===== src/sv/sqc_pkg.sv =====
// Shared types and constants for the quaternion smallest-three codec.
// No dependencies; imported by every module of the block.
package sqc_pkg;

    // Operation carried by each item
    typedef enum logic {
        OP_PACK   = 1'b0,
        OP_UNPACK = 1'b1
    } sqc_op_t;

    localparam logic [31:0] FULL_SCALE_SQ = 32'h4000_0000;
    localparam logic [15:0] ROOT_MAX      = 16'h7FFF;
    localparam int          ROOT_STAGES   = 8;   // two root bits per stage

    // Front stage result: pack outcome plus the three squares for unpack
    typedef struct packed {
        sqc_op_t          op;
        logic [1:0]       idx;
        logic             sign;
        logic [2:0][15:0] comp;
        logic [2:0][30:0] sq;
    } sqc_front_t;

    // Root pipeline word
    typedef struct packed {
        sqc_op_t          op;
        logic [1:0]       idx;
        logic             sign;
        logic [2:0][15:0] comp;
        logic             zero;   // sum of squares reached full scale
        logic [31:0]      rad;    // radicand, consumed two bits per step
        logic [16:0]      rem;
        logic [15:0]      root;
    } sqc_pipe_t;

    // One digit-recurrence step of the square root
    function automatic sqc_pipe_t sqrt_step(sqc_pipe_t p);
        sqc_pipe_t   r;
        logic [18:0] rem_s;
        logic [18:0] trial;
        logic [18:0] diff;
        r     = p;
        rem_s = {p.rem, p.rad[31:30]};
        trial = {1'b0, p.root, 2'b01};
        diff  = rem_s - trial;
        if (rem_s >= trial)
        begin
            r.rem  = diff[16:0];
            r.root = {p.root[14:0], 1'b1};
        end
        else
        begin
            r.rem  = rem_s[16:0];
            r.root = {p.root[14:0], 1'b0};
        end
        r.rad = {p.rad[29:0], 2'b00};
        return r;
    endfunction

endpackage


===== src/sv/quaternion_smallest_three_codec.sv =====
// Top level of the quaternion smallest-three codec.
// Depends on sqc_pkg, sqc_front, sqc_sum, sqc_root_stage, sqc_back.
//
// Input channel: in_valid / in_stall with opcode and all input fields.
// opcode 0 packs quat_in_0..3 into three 14-bit kept fields plus the index
// and sign of the largest-magnitude component; opcode 1 unpacks kept_in_0..2,
// dropped_index_in and dropped_sign_in into quat_out_0..3, rebuilding the
// dropped component as the square root of full scale minus the sum of squares.
// Output channel: out_valid / out_stall; fields the operation does not use
// read zero.
//
// Pipeline from acceptance to out_valid: one front stage
// (component select and three 16x16 squares), one sum stage, eight root
// stages of two bits each, one output stage. One item is accepted per cycle while in_stall is low.
// Every stage holds its own valid bit, so bubbles close up under stall.
// When the receiver stalls the output register holds its item and the stall
// reaches the input only once every stage is full.
// Reset empties all stages; no item is in flight afterwards.
module quaternion_smallest_three_codec (
    input  logic               clk,
    input  logic               rst_n,
    input  logic               in_valid,
    output logic               in_stall,
    input  logic               opcode,
    input  logic signed [15:0] quat_in_0,
    input  logic signed [15:0] quat_in_1,
    input  logic signed [15:0] quat_in_2,
    input  logic signed [15:0] quat_in_3,
    input  logic [13:0]        kept_in_0,
    input  logic [13:0]        kept_in_1,
    input  logic [13:0]        kept_in_2,
    input  logic [1:0]         dropped_index_in,
    input  logic               dropped_sign_in,
    output logic               out_valid,
    input  logic               out_stall,
    output logic [13:0]        kept_out_0,
    output logic [13:0]        kept_out_1,
    output logic [13:0]        kept_out_2,
    output logic [1:0]         dropped_index_out,
    output logic               dropped_sign_out,
    output logic signed [15:0] quat_out_0,
    output logic signed [15:0] quat_out_1,
    output logic signed [15:0] quat_out_2,
    output logic signed [15:0] quat_out_3
);
    import sqc_pkg::*;

    logic       front_ready;
    logic       front_valid;
    sqc_front_t front_data;
    logic       sum_ready;

    logic      pipe_valid [ROOT_STAGES+1];
    logic      pipe_ready [ROOT_STAGES+1];
    sqc_pipe_t pipe_data  [ROOT_STAGES+1];

    assign in_stall = !front_ready;

    sqc_front u_front (
        .clk              (clk),
        .rst_n            (rst_n),
        .in_valid         (in_valid),
        .in_ready         (front_ready),
        .opcode           (opcode),
        .quat_in_0        (quat_in_0),
        .quat_in_1        (quat_in_1),
        .quat_in_2        (quat_in_2),
        .quat_in_3        (quat_in_3),
        .kept_in_0        (kept_in_0),
        .kept_in_1        (kept_in_1),
        .kept_in_2        (kept_in_2),
        .dropped_index_in (dropped_index_in),
        .dropped_sign_in  (dropped_sign_in),
        .out_valid        (front_valid),
        .out_ready        (sum_ready),
        .out_data         (front_data)
    );

    sqc_sum u_sum (
        .clk       (clk),
        .rst_n     (rst_n),
        .in_valid  (front_valid),
        .in_ready  (sum_ready),
        .in_data   (front_data),
        .out_valid (pipe_valid[0]),
        .out_ready (pipe_ready[0]),
        .out_data  (pipe_data[0])
    );

    // Square-root pipeline
    for (genvar s = 0; s < ROOT_STAGES; s++)
    begin : g_root
        sqc_root_stage u_stage (
            .clk       (clk),
            .rst_n     (rst_n),
            .in_valid  (pipe_valid[s]),
            .in_ready  (pipe_ready[s]),
            .in_data   (pipe_data[s]),
            .out_valid (pipe_valid[s+1]),
            .out_ready (pipe_ready[s+1]),
            .out_data  (pipe_data[s+1])
        );
    end

    sqc_back u_back (
        .clk               (clk),
        .rst_n             (rst_n),
        .in_valid          (pipe_valid[ROOT_STAGES]),
        .in_ready          (pipe_ready[ROOT_STAGES]),
        .in_data           (pipe_data[ROOT_STAGES]),
        .out_valid         (out_valid),
        .out_stall         (out_stall),
        .kept_out_0        (kept_out_0),
        .kept_out_1        (kept_out_1),
        .kept_out_2        (kept_out_2),
        .dropped_index_out (dropped_index_out),
        .dropped_sign_out  (dropped_sign_out),
        .quat_out_0        (quat_out_0),
        .quat_out_1        (quat_out_1),
        .quat_out_2        (quat_out_2),
        .quat_out_3        (quat_out_3)
    );

endmodule


===== src/sv/sqc_front.sv =====
// Input stage: pack selection of the largest component and unpack squares.
// Depends on sqc_pkg.
module sqc_front (
    input  logic               clk,
    input  logic               rst_n,
    input  logic               in_valid,
    output logic               in_ready,
    input  logic               opcode,
    input  logic signed [15:0] quat_in_0,
    input  logic signed [15:0] quat_in_1,
    input  logic signed [15:0] quat_in_2,
    input  logic signed [15:0] quat_in_3,
    input  logic [13:0]        kept_in_0,
    input  logic [13:0]        kept_in_1,
    input  logic [13:0]        kept_in_2,
    input  logic [1:0]         dropped_index_in,
    input  logic               dropped_sign_in,
    output logic               out_valid,
    input  logic               out_ready,
    output sqc_pkg::sqc_front_t out_data
);
    import sqc_pkg::*;

    logic       valid_reg;
    sqc_front_t data_reg;
    sqc_front_t data_next;

    logic [3:0][15:0] q;
    logic [3:0][16:0] mag;
    logic [2:0][15:0] kraw;
    logic [1:0]       best;

    // Magnitudes, largest with first index winning ties
    always_comb
    begin
        logic signed [31:0] prod;
        q = {quat_in_3, quat_in_2, quat_in_1, quat_in_0};
        kraw = {{kept_in_2, 2'b00}, {kept_in_1, 2'b00}, {kept_in_0, 2'b00}};
        for (int i = 0; i < 4; i++)
        begin
            mag[i] = q[i][15] ? (~{q[i][15], q[i]} + 17'd1) : {q[i][15], q[i]};
        end
        best = 2'd0;
        for (int i = 1; i < 4; i++)
        begin
            if (mag[i] > mag[best])
            begin
                best = 2'(i);
            end
        end

        data_next.op = sqc_op_t'(opcode);
        for (int j = 0; j < 3; j++)
        begin
            prod = $signed(kraw[j]) * $signed(kraw[j]);
            data_next.sq[j] = prod[30:0];
        end
        if (sqc_op_t'(opcode) == OP_PACK)
        begin
            data_next.idx     = best;
            data_next.sign    = q[best][15];
            data_next.comp[0] = (best == 2'd0) ? q[1] : q[0];
            data_next.comp[1] = (best <= 2'd1) ? q[2] : q[1];
            data_next.comp[2] = (best <= 2'd2) ? q[3] : q[2];
        end
        else
        begin
            data_next.idx  = dropped_index_in;
            data_next.sign = dropped_sign_in;
            data_next.comp = kraw;
        end
    end

    assign in_ready  = !valid_reg || out_ready;
    assign out_valid = valid_reg;
    assign out_data  = data_reg;

    // Stage register
    always_ff @(posedge clk or negedge rst_n)
    begin
        if (!rst_n)
        begin
            valid_reg <= 1'b0;
        end
        else if (in_ready)
        begin
            valid_reg <= in_valid;
        end
    end

    always_ff @(posedge clk)
    begin
        if (in_ready && in_valid)
        begin
            data_reg <= data_next;
        end
    end

endmodule


===== src/sv/sqc_sum.sv =====
// Sum of squares and radicand setup for the root pipeline.
// Depends on sqc_pkg.
module sqc_sum (
    input  logic                clk,
    input  logic                rst_n,
    input  logic                in_valid,
    output logic                in_ready,
    input  sqc_pkg::sqc_front_t in_data,
    output logic                out_valid,
    input  logic                out_ready,
    output sqc_pkg::sqc_pipe_t  out_data
);
    import sqc_pkg::*;

    logic      valid_reg;
    sqc_pipe_t data_reg;
    sqc_pipe_t data_next;

    // Sum never exceeds 3 * 2^30, so 32 bits hold it
    always_comb
    begin
        logic [31:0] sum;
        sum = {1'b0, in_data.sq[0]} + {1'b0, in_data.sq[1]} + {1'b0, in_data.sq[2]};
        data_next.op   = in_data.op;
        data_next.idx  = in_data.idx;
        data_next.sign = in_data.sign;
        data_next.comp = in_data.comp;
        data_next.zero = (sum >= FULL_SCALE_SQ);
        data_next.rad  = FULL_SCALE_SQ - sum;
        data_next.rem  = '0;
        data_next.root = '0;
    end

    assign in_ready  = !valid_reg || out_ready;
    assign out_valid = valid_reg;
    assign out_data  = data_reg;

    always_ff @(posedge clk or negedge rst_n)
    begin
        if (!rst_n)
        begin
            valid_reg <= 1'b0;
        end
        else if (in_ready)
        begin
            valid_reg <= in_valid;
        end
    end

    always_ff @(posedge clk)
    begin
        if (in_ready && in_valid)
        begin
            data_reg <= data_next;
        end
    end

endmodule


===== src/sv/sqc_root_stage.sv =====
// One square-root pipeline stage: two digit-recurrence steps.
// Depends on sqc_pkg (sqrt_step).
module sqc_root_stage (
    input  logic               clk,
    input  logic               rst_n,
    input  logic               in_valid,
    output logic               in_ready,
    input  sqc_pkg::sqc_pipe_t in_data,
    output logic               out_valid,
    input  logic               out_ready,
    output sqc_pkg::sqc_pipe_t out_data
);
    import sqc_pkg::*;

    logic      valid_reg;
    sqc_pipe_t data_reg;
    sqc_pipe_t data_next;

    assign data_next = sqrt_step(sqrt_step(in_data));

    assign in_ready  = !valid_reg || out_ready;
    assign out_valid = valid_reg;
    assign out_data  = data_reg;

    always_ff @(posedge clk or negedge rst_n)
    begin
        if (!rst_n)
        begin
            valid_reg <= 1'b0;
        end
        else if (in_ready)
        begin
            valid_reg <= in_valid;
        end
    end

    always_ff @(posedge clk)
    begin
        if (in_ready && in_valid)
        begin
            data_reg <= data_next;
        end
    end

    // Partial remainder stays within 2 * partial root
    a_rem_bound: assert property (@(posedge clk) disable iff (!rst_n)
        valid_reg |-> (data_reg.rem <= {data_reg.root, 1'b0}))
        else $error("root stage remainder out of bound");

endmodule


===== src/sv/sqc_back.sv =====
// Output stage: saturate and sign the rebuilt component, place all fields.
// Depends on sqc_pkg.
module sqc_back (
    input  logic               clk,
    input  logic               rst_n,
    input  logic               in_valid,
    output logic               in_ready,
    input  sqc_pkg::sqc_pipe_t in_data,
    output logic               out_valid,
    input  logic               out_stall,
    output logic [13:0]        kept_out_0,
    output logic [13:0]        kept_out_1,
    output logic [13:0]        kept_out_2,
    output logic [1:0]         dropped_index_out,
    output logic               dropped_sign_out,
    output logic signed [15:0] quat_out_0,
    output logic signed [15:0] quat_out_1,
    output logic signed [15:0] quat_out_2,
    output logic signed [15:0] quat_out_3
);
    import sqc_pkg::*;

    logic             valid_reg;
    sqc_op_t          op_reg;
    logic [2:0][13:0] kept_reg;
    logic [2:0][13:0] kept_next;
    logic [1:0]       idx_reg;
    logic [1:0]       idx_next;
    logic             sign_reg;
    logic             sign_next;
    logic [3:0][15:0] quat_reg;
    logic [3:0][15:0] quat_next;

    // Result formatting
    always_comb
    begin
        logic [15:0] root;
        logic [15:0] last;
        logic [2:0][15:0] c;
        c    = in_data.comp;
        root = in_data.zero ? 16'd0 : in_data.root;
        if (root[15])
        begin
            root = ROOT_MAX;
        end
        last = in_data.sign ? (~root + 16'd1) : root;

        kept_next = '0;
        idx_next  = '0;
        sign_next = 1'b0;
        quat_next = '0;
        if (in_data.op == OP_PACK)
        begin
            for (int j = 0; j < 3; j++)
            begin
                kept_next[j] = c[j][15:2];
            end
            idx_next  = in_data.idx;
            sign_next = in_data.sign;
        end
        else
        begin
            quat_next[0] = (in_data.idx == 2'd0) ? last : c[0];
            quat_next[1] = (in_data.idx == 2'd1) ? last :
                           ((in_data.idx == 2'd0) ? c[0] : c[1]);
            quat_next[2] = (in_data.idx == 2'd2) ? last :
                           ((in_data.idx == 2'd3) ? c[2] : c[1]);
            quat_next[3] = (in_data.idx == 2'd3) ? last : c[2];
        end
    end

    assign in_ready  = !valid_reg || !out_stall;
    assign out_valid = valid_reg;

    assign kept_out_0        = kept_reg[0];
    assign kept_out_1        = kept_reg[1];
    assign kept_out_2        = kept_reg[2];
    assign dropped_index_out = idx_reg;
    assign dropped_sign_out  = sign_reg;
    assign quat_out_0        = quat_reg[0];
    assign quat_out_1        = quat_reg[1];
    assign quat_out_2        = quat_reg[2];
    assign quat_out_3        = quat_reg[3];

    always_ff @(posedge clk or negedge rst_n)
    begin
        if (!rst_n)
        begin
            valid_reg <= 1'b0;
        end
        else if (in_ready)
        begin
            valid_reg <= in_valid;
        end
    end

    always_ff @(posedge clk)
    begin
        if (in_ready && in_valid)
        begin
            op_reg   <= in_data.op;
            kept_reg <= kept_next;
            idx_reg  <= idx_next;
            sign_reg <= sign_next;
            quat_reg <= quat_next;
        end
    end

    // Fields the operation does not drive read zero
    a_pack_zero: assert property (@(posedge clk) disable iff (!rst_n)
        (valid_reg && op_reg == OP_PACK) |-> (quat_reg == '0))
        else $error("pack result has nonzero quaternion fields");

    a_unpack_zero: assert property (@(posedge clk) disable iff (!rst_n)
        (valid_reg && op_reg == OP_UNPACK) |->
            (kept_reg == '0 && idx_reg == 2'd0 && !sign_reg))
        else $error("unpack result has nonzero compact fields");

    // A held result keeps its operation while stalled
    a_hold_op: assert property (@(posedge clk) disable iff (!rst_n)
        (valid_reg && out_stall) |=> (valid_reg && $stable(op_reg) && $stable(quat_reg)))
        else $error("stalled result changed");

endmodule

===== config.mk =====
export PLATFORM = sky130hd
export DESIGN_NAME = quaternion_smallest_three_codec
export DESIGN_NICKNAME = d
export VERILOG_FILES = /design/src/sv/sqc_pkg.sv /design/src/sv/quaternion_smallest_three_codec.sv /design/src/sv/sqc_front.sv /design/src/sv/sqc_sum.sv /design/src/sv/sqc_root_stage.sv /design/src/sv/sqc_back.sv
export SDC_FILE = /design/constraint.sdc
export NUM_CORES = 2
export LEC_CHECK = 0
export BUFFER_PORTS_ARGS = -buffer_cell sky130_fd_sc_hd__buf_2
export CAP_MARGIN = 20
export CORE_MARGIN = 3
export CORE_UTILIZATION = 50
export CTS_BUF_LIST = sky130_fd_sc_hd__clkbuf_8
export DETAILED_ROUTE_END_ITERATION = 6
export GPL_ROUTABILITY_DRIVEN = 0
export PLACE_DENSITY = 0.67
export SYNTH_ARGS = -nofsm -noshare
export SYNTH_HDL_FRONTEND = slang
export SYNTH_SLANG_ARGS = --single-unit

===== constraint.sdc =====
create_clock -name clk -period 10.7 [get_ports clk]
set_clock_uncertainty 0.15 [all_clocks]
set_input_delay 3.21 -clock clk [delete_from_list [all_inputs] [get_ports clk]]
set_output_delay 3.21 -clock clk [all_outputs]
set_load 0.03 [all_outputs]

[After elaboration in Yosys (flattened, before gate mapping)]
Cells that the tools add are included.
Word-level totals
  input port bits: 114
  logic and storage cells: 256
  output and inout port bits: 111
  register bits after elaboration: 1121
Operators by class
  bitwise operators: 5
  muxes and demuxes: 42
  order comparisons: 25
  $mul: 3
  equality and inequality tests: 3
  $add $sub $neg: 23
  reduce and logical (&&, ||, !) cells: 37
Operators by type and width (number)
  33-bit 2-to-1 mux: 15
  19-bit by 18-bit >= comparator with 1-bit output: 15
  17-bit subtractor: 14
  16-bit 2-to-1 mux: 12
  17-bit 2-to-1 mux: 6
  14-bit by 14-bit multiplier with 27-bit output: 3
  17-bit by 1-bit adder with 17-bit output (second input constant): 4
  17-bit binary-select mux with 2-bit select: 2
  17-bit inverter: 4
  17-bit > comparator: 3
  51-bit 2-to-1 mux: 1
  31-bit by 31-bit adder with 32-bit output: 1
  32-bit by 31-bit adder with 32-bit output: 1
  16-bit binary-select mux with 2-bit select: 1
  32-bit by 31-bit >= comparator with 1-bit output (second input constant): 1
  31-bit by 32-bit subtractor with 32-bit output (first input constant): 1
  16-bit by 1-bit adder with 16-bit output (second input constant): 1
  15-bit inverter with 16-bit output: 1
  15-bit 2-to-1 mux: 1
  1-bit zero test: 13
  1-bit logical AND: 11
  1-bit logical OR: 11
  2-bit by 3-bit < comparator with 1-bit output (second input constant): 2
  2-bit equality test (second input constant): 2
  other kinds (9): 12

[Longest topological paths before layout]
  depth after elaboration: 16
  mapped depth: 42
  gate-level depth less buffers: 38

[Cells and area by module]
From an unflattened synthesis, not the netlist that was laid out.
Unflattened totals
  cell total of the unflattened synthesis: 7160
  area total of the unflattened synthesis: 84252.1 sq um
By module, submodules not included
  sqc_root_stage (g_root[1].u_stage ...): times used 7, cells an instance 436, sequential area each 3448.3 sq um, area an instance 5760.5 sq um
  sqc_front: times used 1, cells an instance 2644, sequential area each 3928.8 sq um, area an instance 26706.9 sq um
  sqc_sum: times used 1, cells an instance 547, sequential area each 2577.5 sq um, area an instance 6227.2 sq um
  sqc_root_stage (g_root[0].u_stage): times used 1, cells an instance 424, sequential area each 3448.3 sq um, area an instance 5586.6 sq um
  sqc_back: times used 1, cells an instance 492, sequential area each 3298.2 sq um, area an instance 5403.9 sq um
  quaternion_smallest_three_codec: times used 1, cells an instance 1, sequential area each 0.0 sq um, area an instance 3.8 sq um

[Least setup slack after synthesis]
OpenSTA, ideal clock, no wires.
  path kind: input port to flip-flop
  start point: input port out_stall
  end point: register u_back.idx_reg[0], in the netlist u_back.dropped_index_out[0], enable pin
  buffers on the path: 0
  data arrival time: 11.066 ns
  data required time: 9.806 ns
  setup time: 0.744 ns
  stages: 1
  path slack: -1.260 ns
  cells stage by stage: a21boi_0
On the way
  cells in the longest elaborated chain, start to end: 3
RTL lines
  from (decl): line quaternion_smallest_three_codec.sv:35  | input logic out_stall,
  1-bit zero test: line sqc_back.sv:72  | assign in_ready = !valid_reg || !out_stall;
  1-bit logical OR: line sqc_back.sv:72
  1-bit logical AND: line sqc_back.sv:99  | if (in_ready && in_valid)
  to (signal assigned): line sqc_back.sv:103  | idx_reg <= idx_next;
  to (decl): line sqc_back.sv:27  | logic [1:0] idx_reg;
No other way between the ends.
A chain may end at the register's enable or synchronous reset.

==> metrics.md <==
| Metric | Value |
|---|---|
| Most frequent cell after synthesis | `edfxtp_1` |
| Drt pass-1 iters | `6` |
| DIE AREA | `~140000 um2` |
| Detail Route Antenna Nets | `0` |
| Fmax achieved | `around 97 MHz` |
| IO Pins | `225` |
| Row Count | `between 100 and 150` |
| Post-synth cell types | `a little under 100` |
| Antenna violations before repair | `24` |
| Status | `finished clean` |
| DRC violation count after routing | `0` |
| Max-cap violation count | `0` |
| Post-synthesis cell count | `about 5600` |
| Crit path launch type | `primary input` |
| Synth Register Bits | `~1000` |
| Crit. End Element | `flop` |
| GRT overflow | `0` |
| Share of synthesized flip-flops with an asynchronous set or reset | `0.0108` |
| Share of layout cells above drive strength 1 | `0.109` |
| Main area contributors after synthesis | `edfxtp_1, fa_1, ha_1, inv_1, xnor2_1` |
| CP Buf/Inv Count | `4` |
| Vias in the first global route | `approximately 43000` |
| Crit share post-route | `0.961` |
| Final setup TNS | `0 ns` |
| Routed len/inst | `between 15 and 20 um` |
| Core area | `132000 um2` |
| # H-tree levels | `4` |
| Fin cells | `between 7000 and 8000` |
| Hold buffer count at cts | `0` |
| Sink Count | `~1000` |
| RSZ-0062 raised after global routing | `false` |
| Final #Nets | `7037` |
| Synth cell count leaders | `edfxtp_1, inv_1, fa_1` |
| Final setup vio count | `0` |
| Clk root buf | `clkbuf_8` |
| GRT Overall Usage | `0.215` |
| WS Path Type | `primary input to flop` |
| Mapped cell area | `67100 um2` |
| WP data arrival | `10.66 ns` |
| Postcts setup bufs | `0` |
| Initial DRC count | `2957` |
| Required @ worst endpoint | `roughly 11 ns` |
| Cell depth of the worst setup path | `36` |
| Yosys top cell by area | `edfxtp_1` |
| Initial Util | `0.507` |
| Most crowded layer after global routing | `met2` |
| Yosys top cell area share | `0.453` |
| Latest clock arrival within the worst-skew pair | `approximately 0.84 ns` |
| Largest net degree at the start of global routing | `97` |
| CP most frequent cell | `a21oi_1` |
| WL final | `between 100 and 150 mm` |
| Layout Utilization | `0.559` |
| GRT met2 Usage | `0.365` |
| EDFF count, synth | `about 1000` |
| CTS tree | `built` |
| Syn_area_per_cell | `11.9 um2` |
| Worst-margin pin slew | `around 1.1 ns` |
| Cell area after layout | `~74000 um2` |
| Dpl cells | `around 7600` |
| Ys flop type | `edfxtp_1` |
| Fin. Hold Viols | `0` |
| Area growth from synthesis to layout | `10.3%` |
| Die Span Y | `roughly 370 um` |
| Post-CTS sizing | `0` |
| I/O Buffers | `~220` |
| Slowest-stage cell, CP | `or4_4` |
| Slowest stage delay, CP | `just under 0.6 ns` |
| Global-route met1 utilization | `0.275` |
| Hold crit path type | `flop to flop` |
| Die Wd | `between 300 and 400 um` |
| Synthesis warning total | `0` |
| Total number of vias | `approximately 43000` |
| Post-DP HPWL | `between 100 and 150 mm` |
| Hold Path Stages | `0` |
| Fillers | `about 11000` |
| CP top delay family | `compound AO/OA/AOI/OAI gates` |
| Critical Path Fanout Max | `19` |
| Worst-path clk slew | `0.06 ns` |
| Final Slew Violations | `0` |
| Period minus WS final | `10.28 ns` |
| Worst Reg-to-Reg Cells | `20` |
| Vias per std cell | `around 5.4` |
| First-pass GRT wire length | `approximately 230 mm` |
| Placed Area | `~71000 um2` |
| Max_slew headroom | `0.266` |
| Maximum clock insertion buffer count | `3` |
| Inserted Clock Buffers | `roughly 160` |
| Post-synthesis sequential area ratio | `0.457` |
| GR met3 Demand/Resource | `0.0417` |
cell type report:
| class | count | area, um2 | share of cell area |
|---|---|---|---|
| Clock inverter | 129 | 900 | 0.0122 |
| Clock buffer | 167 | 2300 | 0.0311 |
| Sequential cell | 1023 | 30700 | 0.414 |
| Antenna cell | 14 | 35.0 | 0.000473 |
| Timing Repair Buffer | 320 | 1880 | 0.0254 |
| Tap cell | 1755 | 2200 | 0.0297 |
| Inverter | 638 | 2400 | 0.0324 |
| Multi-Input combinational cell | 3831 | 33600 | 0.455 |
worst paths after layout:
path	startpoint	to	slack (ns)
max	quat_in_0[4]	u_front.out_data[106]	0.42
max reg2reg	g_root[4].u_stage.out_data[17]	g_root[5].u_stage.out_data[23]	4.19
max in group asynchronous	rst_n	g_root[3].u_stage.out_valid	7.99
min in group asynchronous	rst_n	u_sum.out_valid	2.15
min	g_root[5].u_stage.out_data[106]	g_root[6].u_stage.out_data[106]	0.24
min reg2reg	g_root[5].u_stage.out_data[106]	g_root[6].u_stage.out_data[106]	0.24
kinds of logic after synthesis:
family                   after synthesis  synth area share
AND/OR/NAND/NOR                     1501             0.112
AO/OA/AOI/OAI                        920            0.0877
XOR/XNOR                             341            0.0445
multiplexers                         111            0.0171
other                                  2          0.000112
adder cells (fa/ha/maj)              948             0.237
buffers and inverters                783            0.0445
flip-flops                          1023             0.457
routing by layer:
layer / up-vias / wire (um)
li1: 20300 / -
met1: 21100 / 60300
met2: 1102 / 72500
met5: - / 106
met3: 257 / 8900
met4: 16 / 4980
sequential cells by signal, indices dropped and copies added (netlist names), 16 cells and up:
| name | count |
|---|---|
| u_back.quat_out_3 | 16 |
| u_sum.out_data | 81 |
| u_front.out_data | 130 |
| u_back.quat_out_0 | 16 |
| u_back.quat_out_2 | 16 |
| g_root.u_stage.out_data | 692 |
| u_back.quat_out_1 | 16 |
cells in the final DEF, fill, tap and decap left out, types with 92 or more instances in the layout:
master	n
edfxtp_1	1012
xnor2_1	233
nand2_1	420
a21o_1	92
a21oi_1	239
buf_2	224
nor2_1	365
and2_1	188
fa_1	541
clkbuf_8	167
buf_4	92
ha_1	405
inv_1	674
xor2_1	108
o21ai_0	225
through the flow:
stage | hold WS [ns] | setup slack, ns
2_1_floorplan | 0.250 | -0.108
3_3_place_gp | 0.250 | -0.243
3_5_place_dp | 0.255 | -0.327
4_1_cts | 0.231 | 0.576
5_1_grt | 0.242 | 0.0145
6_report | 0.237 | 0.416
worst register-to-register path, cell delays in order, from the launching register on:
cell       delay (ns)
edfxtp_1         0.45
ha_1             0.39
a21o_1           0.22
o2111ai_1        0.25
nand3_1          0.17
a31oi_1          0.56
nand2_2          0.35
inv_1            0.46
nand2_1          0.10
o31ai_1          0.14
ha_1             0.37
a21o_1           0.20
a21o_1           0.17
a21oi_1          0.23
o21ai_0          0.12
a21boi_0         0.16
o21ai_0          0.17
nor3b_2          0.28
nor3b_4          0.71
inv_2            0.23
mux2_2           0.35
Power is not shown: default switching activity piles up to over one toggle a cycle in this logic, so the estimate is an artifact.
